[src/design/assert_macros.svh]
// Assertion helper macros shared by the reassembler RTL.
// No dependencies; defining NO_ASSERTIONS compiles every check away.
`ifndef ASSERT_MACROS_SVH
`define ASSERT_MACROS_SVH

`ifndef NO_ASSERTIONS

// Property checked on every clock edge outside reset.
`define ASSERT_CLK(lbl, clk, rstn, prop, msg) \
    lbl: assert property (@(posedge clk) disable iff (!rstn) (prop)) else $error(msg);

// Same-cycle implication checked outside reset.
`define ASSERT_IMPL(lbl, clk, rstn, ante, cons, msg) \
    lbl: assert property (@(posedge clk) disable iff (!rstn) (ante) |-> (cons)) else $error(msg);

`else

`define ASSERT_CLK(lbl, clk, rstn, prop, msg)
`define ASSERT_IMPL(lbl, clk, rstn, ante, cons, msg)

`endif

`endif

[src/design/bsr_pkg.sv]
// Shared types and fixed widths for the byte stream reassembler.
// No dependencies.
package bsr_pkg;

    localparam int POS_W  = 64;
    localparam int BYTE_W = 8;
    localparam int CNT_W  = 7;

    typedef struct packed {
        logic [POS_W-1:0]  byte_pos;
        logic [BYTE_W-1:0] byte_value;
        logic              has_byte;
        logic [POS_W-1:0]  seg_end;
        logic              last_of_segment;
        logic              eof_mark;
        logic [CNT_W-1:0]  space_free;
    } bsr_req_t;

    typedef struct packed {
        logic [BYTE_W-1:0] out_byte;
        logic              out_valid;
        logic              last_of_run;
        logic              stream_ended;
        logic [CNT_W-1:0]  pending_count;
    } bsr_rsp_t;

    // admission decision for one request
    typedef struct packed {
        logic in_window;
        logic eof_hit;
    } bsr_admit_t;

endpackage

[src/design/bsr_admit.sv]
// Admission check for one request: window test, ring slot and eof test.
// Depends on bsr_pkg.
module bsr_admit
    import bsr_pkg::*;
#(
    parameter int CAPACITY = 64
) (
    input  bsr_req_t                        req,
    input  logic [POS_W-1:0]                head,
    input  logic [$clog2(CAPACITY)-1:0]     base,
    output bsr_admit_t                      flags,
    output logic [$clog2(CAPACITY)-1:0]     slot_idx
);

    localparam int AW = $clog2(CAPACITY);
    localparam logic [CNT_W-1:0] CAP_CNT = CNT_W'(CAPACITY);
    localparam logic [AW:0]      CAP_SUM = (AW+1)'(CAPACITY);

    logic [CNT_W-1:0] win;
    logic [POS_W-1:0] pos_diff;
    logic [POS_W-1:0] end_diff;
    logic [AW:0]      slot_sum;
    logic [AW:0]      slot_wrap;
    logic             pos_ok;
    logic             end_ok;

    assign win      = (req.space_free > CAP_CNT) ? CAP_CNT : req.space_free;
    assign pos_diff = req.byte_pos - head;
    assign end_diff = req.seg_end - head;
    assign pos_ok   = (req.byte_pos >= head) && (pos_diff[POS_W-1:CNT_W] == '0)
                      && (pos_diff[CNT_W-1:0] < win);
    // seg_end behind the head counts as inside
    assign end_ok   = (req.seg_end < head)
                      || ((end_diff[POS_W-1:CNT_W] == '0) && (end_diff[CNT_W-1:0] <= win));

    // offset < CAPACITY, so one conditional subtract folds the ring index
    assign slot_sum  = {1'b0, base} + {1'b0, pos_diff[AW-1:0]};
    assign slot_wrap = slot_sum - CAP_SUM;
    assign slot_idx  = (slot_sum >= CAP_SUM) ? slot_wrap[AW-1:0] : slot_sum[AW-1:0];

    assign flags.in_window = req.has_byte && pos_ok;
    assign flags.eof_hit   = req.last_of_segment && req.eof_mark && end_ok;

endmodule

[src/design/byte_stream_reassembler.sv]
// Top level of the byte stream reassembler: request register, slot memory,
// release sequencer and result register. Depends on bsr_pkg, bsr_admit and
// assert_macros.svh.
//
//  channel | ports                        | moves
//  --------+------------------------------+---------------------------------
//  input   | s_valid s_ready s_data       | one request: a byte + position
//  result  | m_valid m_ready m_data       | released byte(s), one per result
//
// Steps: accept, admit, run scan, then for each released byte a memory read and a
//   result load; when nothing is released an empty result is loaded instead.
// The run scan walks the slot valid flags one per cycle; bytes come out of a
//   single-port-read slot memory one per read.
// Reset clears the valid flags, head, count and eof latch at once; no sweep.
// A result stall holds the sequencer in the load step or the empty-result step; the
//   last result of a request may sit in the result register while the next request is taken.
`include "assert_macros.svh"

module byte_stream_reassembler
    import bsr_pkg::*;
#(
    parameter int CAPACITY = 64
) (
    input  logic     aclk,
    input  logic     aresetn,
    input  logic     s_valid,
    output logic     s_ready,
    input  bsr_req_t s_data,
    output logic     m_valid,
    input  logic     m_ready,
    output bsr_rsp_t m_data
);

    localparam int AW = $clog2(CAPACITY);
    localparam int CW = $clog2(CAPACITY + 1);
    localparam logic [AW-1:0] LAST_SLOT = AW'(CAPACITY - 1);
    localparam logic [CW-1:0] CAP_RUN   = CW'(CAPACITY);

    typedef enum logic [5:0] {
        ST_IDLE  = 6'b000001,
        ST_EVAL  = 6'b000010,
        ST_COUNT = 6'b000100,
        ST_READ  = 6'b001000,
        ST_LOAD  = 6'b010000,
        ST_NONE  = 6'b100000
    } state_t;

    state_t            state_reg, state_next;
    bsr_req_t          req_reg;
    logic [CAPACITY-1:0] valid_reg;
    logic [AW-1:0]     base_reg;
    logic [POS_W-1:0]  head_reg;
    logic [CNT_W-1:0]  pending_reg;
    logic              eof_reg;
    logic [AW-1:0]     scan_ptr_reg;
    logic [CW-1:0]     run_cnt_reg;
    logic [CW-1:0]     rem_reg;
    logic [BYTE_W-1:0] rdata_reg;
    logic              m_valid_reg;
    bsr_rsp_t          m_data_reg;

    logic [BYTE_W-1:0] slot_mem [CAPACITY];

    bsr_admit_t        adm;
    logic [AW-1:0]     adm_slot;
    logic              store;
    logic              scan_more;
    logic              out_free;
    logic              res_load;
    logic              rd_en;
    logic [AW-1:0]     base_inc;
    logic [AW-1:0]     scan_inc;
    logic [CNT_W-1:0]  run_ext;
    logic [CNT_W-1:0]  pending_after;
    logic              ended;

    bsr_admit #(
        .CAPACITY (CAPACITY)
    ) u_admit (
        .req      (req_reg),
        .head     (head_reg),
        .base     (base_reg),
        .flags    (adm),
        .slot_idx (adm_slot)
    );

    // a byte lands only in an empty slot inside the window
    assign store     = (state_reg == ST_EVAL) && adm.in_window && !valid_reg[adm_slot];
    assign scan_more = (run_cnt_reg < CAP_RUN) && valid_reg[scan_ptr_reg];
    assign out_free  = !m_valid_reg || m_ready;
    // result register takes a new result (byte or empty marker)
    assign res_load  = ((state_reg == ST_LOAD) || (state_reg == ST_NONE)) && out_free;
    assign rd_en     = (state_reg == ST_READ);
    assign base_inc  = (base_reg == LAST_SLOT) ? '0 : base_reg + 1'b1;
    assign scan_inc  = (scan_ptr_reg == LAST_SLOT) ? '0 : scan_ptr_reg + 1'b1;
    assign run_ext   = CNT_W'(run_cnt_reg);
    assign pending_after = (run_ext > pending_reg) ? '0 : pending_reg - run_ext;
    // pending_reg is already final once the scan is done
    assign ended     = eof_reg && (pending_reg == '0);

    assign s_ready = (state_reg == ST_IDLE);
    assign m_valid = m_valid_reg;
    assign m_data  = m_data_reg;

    // Slot memory: written in the admit step, read in the read step. The two
    // never share a cycle, so no bypass is needed.
    always_ff @(posedge aclk) begin
        if (store) begin
            slot_mem[adm_slot] <= req_reg.byte_value;
        end
        if (rd_en) begin
            rdata_reg <= slot_mem[base_reg];
        end
    end

    always_ff @(posedge aclk) begin
        if (s_valid && s_ready) begin
            req_reg <= s_data;
        end
    end

    always_comb begin
        state_next = state_reg;
        unique case (state_reg)
            ST_IDLE:  if (s_valid) state_next = ST_EVAL;
            ST_EVAL:  state_next = ST_COUNT;
            ST_COUNT: begin
                if (!scan_more) begin
                    state_next = (run_cnt_reg == '0) ? ST_NONE : ST_READ;
                end
            end
            ST_READ:  state_next = ST_LOAD;
            ST_LOAD: begin
                if (out_free) begin
                    state_next = (rem_reg == '0) ? ST_IDLE : ST_READ;
                end
            end
            ST_NONE:  if (out_free) state_next = ST_IDLE;
            default:  state_next = ST_IDLE;
        endcase
    end

    always_ff @(posedge aclk) begin
        if (!aresetn) begin
            state_reg    <= ST_IDLE;
            valid_reg    <= '0;
            base_reg     <= '0;
            head_reg     <= '0;
            pending_reg  <= '0;
            eof_reg      <= 1'b0;
            scan_ptr_reg <= '0;
            run_cnt_reg  <= '0;
            rem_reg      <= '0;
            m_valid_reg  <= 1'b0;
        end else begin
            state_reg <= state_next;

            // a load refills the register even when the old result leaves
            if (res_load) begin
                m_valid_reg <= 1'b1;
            end else if (m_ready) begin
                m_valid_reg <= 1'b0;
            end

            case (state_reg)
                ST_EVAL: begin
                    if (store) begin
                        valid_reg[adm_slot] <= 1'b1;
                        pending_reg         <= pending_reg + 1'b1;
                    end
                    if (adm.eof_hit) begin
                        eof_reg <= 1'b1;
                    end
                    scan_ptr_reg <= base_reg;
                    run_cnt_reg  <= '0;
                end
                ST_COUNT: begin
                    if (scan_more) begin
                        scan_ptr_reg <= scan_inc;
                        run_cnt_reg  <= run_cnt_reg + 1'b1;
                    end else begin
                        pending_reg <= pending_after;
                        head_reg    <= head_reg + POS_W'(run_cnt_reg);
                        rem_reg     <= run_cnt_reg;
                    end
                end
                ST_READ: begin
                    valid_reg[base_reg] <= 1'b0;
                    base_reg            <= base_inc;
                    rem_reg             <= rem_reg - 1'b1;
                end
                default: begin
                end
            endcase
        end
    end

    // result payload, no reset needed
    always_ff @(posedge aclk) begin
        if (state_reg == ST_LOAD && out_free) begin
            m_data_reg.out_byte      <= rdata_reg;
            m_data_reg.out_valid     <= 1'b1;
            m_data_reg.last_of_run   <= (rem_reg == '0);
            m_data_reg.stream_ended  <= ended;
            m_data_reg.pending_count <= pending_reg;
        end else if (state_reg == ST_NONE && out_free) begin
            m_data_reg.out_byte      <= '0;
            m_data_reg.out_valid     <= 1'b0;
            m_data_reg.last_of_run   <= 1'b1;
            m_data_reg.stream_ended  <= ended;
            m_data_reg.pending_count <= pending_reg;
        end
    end

    `ASSERT_CLK(a_pending_cap, aclk, aresetn, pending_reg <= CNT_W'(CAPACITY), "pending over capacity")
    `ASSERT_IMPL(a_idle_count, aclk, aresetn, state_reg == ST_IDLE, $countones(valid_reg) == pending_reg, "pending count disagrees with valid flags")
    `ASSERT_IMPL(a_idle_head, aclk, aresetn, state_reg == ST_IDLE, !valid_reg[base_reg], "head slot left valid after release")
    `ASSERT_IMPL(a_run_le_pending, aclk, aresetn, state_reg == ST_COUNT && !scan_more, run_ext <= pending_reg, "run longer than pending bytes")

endmodule

[config.mk]
export PLATFORM = sky130hd
export DESIGN_NAME = byte_stream_reassembler
export DESIGN_NICKNAME = d
export VERILOG_FILES = /design/src/design/bsr_pkg.sv /design/src/design/bsr_admit.sv /design/src/design/byte_stream_reassembler.sv
export VERILOG_INCLUDE_DIRS = /design/src /design/src/design
export SDC_FILE = /design/constraint.sdc
export NUM_CORES = 1
export LEC_CHECK = 0
export BUFFER_PORTS_ARGS = -buffer_cell sky130_fd_sc_hd__buf_4
export CELL_PAD_IN_SITES_DETAIL_PLACEMENT = 1
export CELL_PAD_IN_SITES_GLOBAL_PLACEMENT = 2
export CORE_MARGIN = 1.5
export CORE_UTILIZATION = 42
export CTS_CLUSTER_SIZE = 30
export DETAILED_ROUTE_END_ITERATION = 12
export PLACE_DENSITY_LB_ADDON = 0.1
export SLEW_MARGIN = 20
export SYNTH_ARGS = -nofsm -noshare
export SYNTH_HDL_FRONTEND = slang
export SYNTH_SLANG_ARGS = --single-unit
[constraint.sdc]
create_clock -name aclk -period 7.2 [get_ports aclk]
set_clock_uncertainty 0.05 [all_clocks]
set_input_delay 0.72 -clock aclk [delete_from_list [all_inputs] [get_ports aclk]]
set_output_delay 0.72 -clock aclk [all_outputs]
set_load 0.01 [all_outputs]
* Word level (Yosys, flattened, before mapping) *
Memory sizes are Yosys's and may differ from the RTL's. A register that Yosys moved wholly into a read port is not among the register bits.
Index checks and enable logic that the tools add are counted.

cells by class
  add/subtract/negate cells = 11
  magnitude comparators = 13
  eq/ne operators = 14
  muxes and demuxes = 37
  bitwise operators = 4
  reductions and logical operators = 38

operator list
  cell                 number
  $pmux 64 s2          1
  $sub 64x64->64       2
  $logic_not 57->1     2
  $add 64x7->64        1
  $and 64x64->64       1
  $ge 64x64->1         1
  $lt 64x64->1         1
  $mux 64              1
  $not 64->64          1
  $or 64x64->64        1
  $mux 6               9
  $mux 7               6
  $pmux 7 s2           3
  $mux 18              2
  $pmux 6 s6           1
  $logic_not 7->1      3
  $lt 6x7->1 const B   3
  $eq 6x6->1 const B   3
  $logic_and 1x1->1    16
  $add 7x1->7 const B  2
  $add 6x1->6 const B  2
  $bmux 1 s6           2
  $demux 1 s6          2
  $ge 6x1->1 const B   2
  other kinds (26)     49

word-level totals
  flip-flop bits (word level) = 333
  memory bits (writable) = 512
  input port bits = 150
  output and inout bits = 20
  memories kept = 1

memory list
  memory    depth  width  read ports  clocked after memory_dff  wr ports  line                           source
  slot_mem  64     8      1           1                         1         byte_stream_reassembler.sv:62  logic [BYTE_W-1:0] slot_mem [CAPACITY];

* Logic depth before layout (Yosys ltp) *
  depth after elaboration = 11
  gate-level depth with buffers = 21

* Modules after synthesis *
A second synthesis with hierarchy kept.

unflattened totals
  cell total of the unflattened synthesis = 4005
  area total of the unflattened synthesis = 43809.5 µm²

by module, submodules not included
  module                   times used  cells an instance  area each (µm²)  sequential area each (µm²)
  byte_stream_reassembler  1           2441               33711.1          23912.9
  bsr_admit                1           1564               10098.4          0.0

* Worst setup path before layout *
Ideal clock, no wire load.

  path kind = flip-flop to flip-flop
  from = register req_reg[82] (netlist name)
  to = memory slot_mem[33][0], enable pin
  setup time = 0.383 ns
  arrival = 5.115 ns
  setup slack = 1.652 ns
  stages on the path, launching flop included = 18
  period minus slack after synthesis = 5.548 ns
  cells stage by stage = edfxtp_1 -> inv_1 -> ha_1 -> fa_1 -> fa_1 -> xnor2_1 -> clkbuf_1 -> mux4_2 -> mux2i_1 -> o22a_1 -> mux2i_1 -> a2111oi_0 -> nand4_1 -> nor4_1 -> and3_1 -> nand2b_1 -> clkbuf_1 -> nor3_1

on the way
  longest elaborated chain between the ends = 10

ends and longest elaborated chain
  element                                           line                              source
  from (decl)                                       byte_stream_reassembler.sv:49     bsr_req_t req_reg;
  from (signal assigned)                            byte_stream_reassembler.sv:118    req_reg <= s_data;
  $sub 64x64->64                                    bsr_admit.sv:28                   assign pos_diff = req.byte_pos - head;
  $add 6x6->7                                       bsr_admit.sv:37                   assign slot_sum = {1'b0, base} + {1'b0, pos_diff[AW-1:0]};
  $sub 6x1->6 / $ge 7x7->1 (equally long branches)  bsr_admit.sv:38, bsr_admit.sv:39
  $mux 6                                            bsr_admit.sv:39                   assign slot_idx = (slot_sum >= CAP_SUM) ? slot_wrap[AW-1:0] : slot_sum[AW-1:0];
  $bmux 1 s6                                        byte_stream_reassembler.sv:88     assign store = (state_reg == ST_EVAL) && adm.in_window && !valid_reg[adm_slot];
  $mux 1 (not written as such)                      byte_stream_reassembler.sv:88
  $logic_not 1->1                                   byte_stream_reassembler.sv:88
  $logic_and 1x1->1                                 byte_stream_reassembler.sv:88
  $mux 1                                            byte_stream_reassembler.sv:108    if (store) begin
  $mux 1 (not written as such)                      byte_stream_reassembler.sv:109    slot_mem[adm_slot] <= req_reg.byte_value;
  to (decl)                                         byte_stream_reassembler.sv:62

Several ways; a longest one is shown, not always the timed one. The select of a mux whose other input is x is not followed.

* Worst setup path after layout *
  from = register req_reg[82] (netlist name)
  to = memory slot_mem[62][4], enable pin

The elaborated chain is that of the path after synthesis.

==> qor.txt <==
Outcome - complete, no violations
CP bufs+invs - 4
Max Fclk - 0.153 GHz
First-pass GRT wire length - 244,000 um
Synthesized area - 43,800 um2
Drt total wl - 167,000 um
Slew headroom - 0.261
Fill cells - 11,000
Crit end category - flop
DR pass1 iterations - 6
H-tree Lvls - 3
Sequential area share after synthesis - 0.545
Sink Count - 853
HPWL after DPL - 122,000 um
Die area - 106,000 um2
ANT cells - 0
Vias per std cell - 6.30
Maxcap violations - 0
Min-Delay Path Class - input pin to flop
Setup TNS - 0 ps
I/O Buffers - 169
Area leader, netlist - edfxtp_1
Mux contribution to synthesized area - 0.0264
Most common cell after layout, fill and taps aside - edfxtp_1
CTS Buf Count - 96
PostCTS Resize Cnt - 0
Min Tclk post-route - 6540 ps
Largest net degree at the start of global routing - 65
TritonCTS clock tree - yes
Share of final-layout standard cells stronger than drive strength 1 - 0.118
Area Growth Syn to Fin - 13.8%
Final hold violations - 0
CP cell instances - inv_1, ha_1, fa_1, xnor2_1, ha_1, xnor2_2, buf_4, mux4_2, mux2i_1, nor2_1, mux2i_1, and4_1, nand4_1, nor4_1, and3_1, buf_4, nand2b_1, buf_4, nor3_1
Top cell by count, worst path - buf_4
Final setup vio count - 0
Slew @ Worst Pin - 1100 ps
Clock network power share - 0.412
Seq pwr share - 0.458
Fraction of power spent switching nets - 0.277
Share of the synthesized area in the top cell type - 0.468
Core Box Area - 103,000 um2
VDD IR max - 229 uV
Main synth FF type - edfxtp_1
CTS root buf - clkbuf_16
RSZ-0062 raised after global routing - false
Remaining DRCs - 0
CP max FO - 32
Finished Layout Cells - 5,578
PwrDens - 242 nW/um2
Syn_area_per_cell - 11.0 um2
Post-CTS Setup Bufs - 0
Top post-synthesis cells by area - edfxtp_1 47%, dfxtp_1 7.8%, ha_1 4.8%
Worst EP arrival - 6810 ps
FP Rows - 118
Synth Area in Simple Gates - 0.134
Tcrit/Tclk final - 0.909
Max reg flops - 512
Combinational Power Share - 0.130
Final #Nets - 4,439
Ys async rst share - 0
Final Util - 0.482
Post-synthesis adder-cell area fraction - 0.0502
Synth Area in XOR/XNOR - 0.0252
Clock slew at reported path FFs - 60 ps
Synth warnings - 0
Compound-cell area share of the yosys netlist - 0.187
Total gr overflow - 0
Startpoint types - flop
Syn Nets - 4,322
Delay-heaviest family, CP - simple AND/OR/NAND/NOR gates
Internal power - 0.00873 W
Vias in the first global route - 35,682
Register bit total from synthesis - 853
Initial antenna violation count - 1
Vias after detailed routing - 35,126
Gate Count Post-Synth - 3,999
Hold slack - 129 ps
Die Ht - 326 um
Post-synth EDFFs - 683
Worst path required time - 7470 ps
Initial DRC count - 2,994
Placed insts - 5,398
P_sw - 0.00334 W
GPL Wtd Cong - 0.981
LEAKAGE - 16.4 nW
Distinct cells, synth - 90
Clock Tree Buf Depth - 3
Critical Path Slowest Stage Cell - nor3_1
Hold-fix buffers at CTS - 0
Area of the multi-input gates - 18,700 um2
Skew-Pair Late Insertion Delay - 710 ps
Total Routing Usage GR - 0.309
Drt wl/cell - 29.9 um
Die W - 326 um
Crit path kind - flop to flop
Commonest non-fill, non-tap cells in the layout - 683 x edfxtp_1, 304 x nor2_1, 290 x nand2_1
Area occupied by registers - 23,900 um2
Starting Density - 0.424
Main combinational cell family by area after synthesis - compound AO/OA/AOI/OAI gates
Final Max Slew Viols - 0
Critical Path Max Stage Delay - 940 ps
Remaining antenna violation count after routing - 0
Ports - 170
## power by group through the flow
| stage | Sequential [W] | Clock [W] | Combinational, W |
|---|---|---|---|
| after floorplan | 0.00564 | 0 | 0.000888 |
| after global placement | 0.00563 | 0 | 0.00155 |
| after detailed placement | 0.00563 | 0 | 0.00154 |
| after CTS | 0.00553 | 0.00505 | 0.00155 |
| after global routing | 0.00553 | 0.00520 | 0.00168 |
| final | 0.00553 | 0.00497 | 0.00157 |
## routing by layer
layer	vias up	wire length, um	GRT usage
met5	-	7	0
met4	2	9050	0.154
met3	339	9040	0.0445
met2	1236	81600	0.526
met1	17745	66900	0.382
li1	15804	-	-
## cell type report
type,count,area share
clock buffers,121,0.0517
clock inverters,59,0.0125
inverters,137,0.0104
multi-input cells,2782,0.374
flip-flops and latches,853,0.479
well taps,1380,0.0346
repair buffers,246,0.0373
## final timing paths
check	startpoint	endpoint	slack [ps]	depth (start not counted)
min	s_data[77]	req_reg[77]$_DFFE_PP_	130	1
max	req_reg[82]$_DFFE_PP_	slot_mem[62][4]$_DFFE_PP_	660	19
min reg2reg	m_data[9]$_SDFFE_PP1P_	m_data[9]$_SDFFE_PP1P_	420	2
max reg2reg	req_reg[82]$_DFFE_PP_	slot_mem[62][4]$_DFFE_PP_	660	19
## synthesized netlist by cell type (27+ instances only)
library cell,instances
nand4_1,98
nand2b_1,29
nand3_1,85
a21oi_1,254
a21o_1,43
o21a_1,53
clkbuf_1,210
mux4_2,27
dfxtp_1,170
a22o_1,40
o21ai_0,196
a221oi_1,63
a31oi_1,65
nor3_1,120
ha_1,168
a22oi_1,162
inv_1,133
and2_1,39
nor2_1,308
xor2_1,32
xnor2_1,94
edfxtp_1,683
a211oi_1,29
mux2i_1,39
and3_1,34
nand2_1,290
o31ai_1,34
nor4_1,57
o211ai_1,73
## per-stage QoR
step	cell area, um2	total power, W	setup slack, ps
2_1_floorplan	43800	0.00653	1650
3_3_place_gp	46600	0.00718	934
3_5_place_dp	46600	0.00718	736
4_1_cts	49800	0.0121	729
5_1_grt	49900	0.0124	141
6_report	49900	0.0121	659
## cells by family after synthesis
group           after synthesis
fa+ha+maj                   173
simple gates               1193
mux                          80
buf+inv                     364
compound gates             1210
flops                       853
xor+xnor                    126
Power figures use the tool's default switching activity.
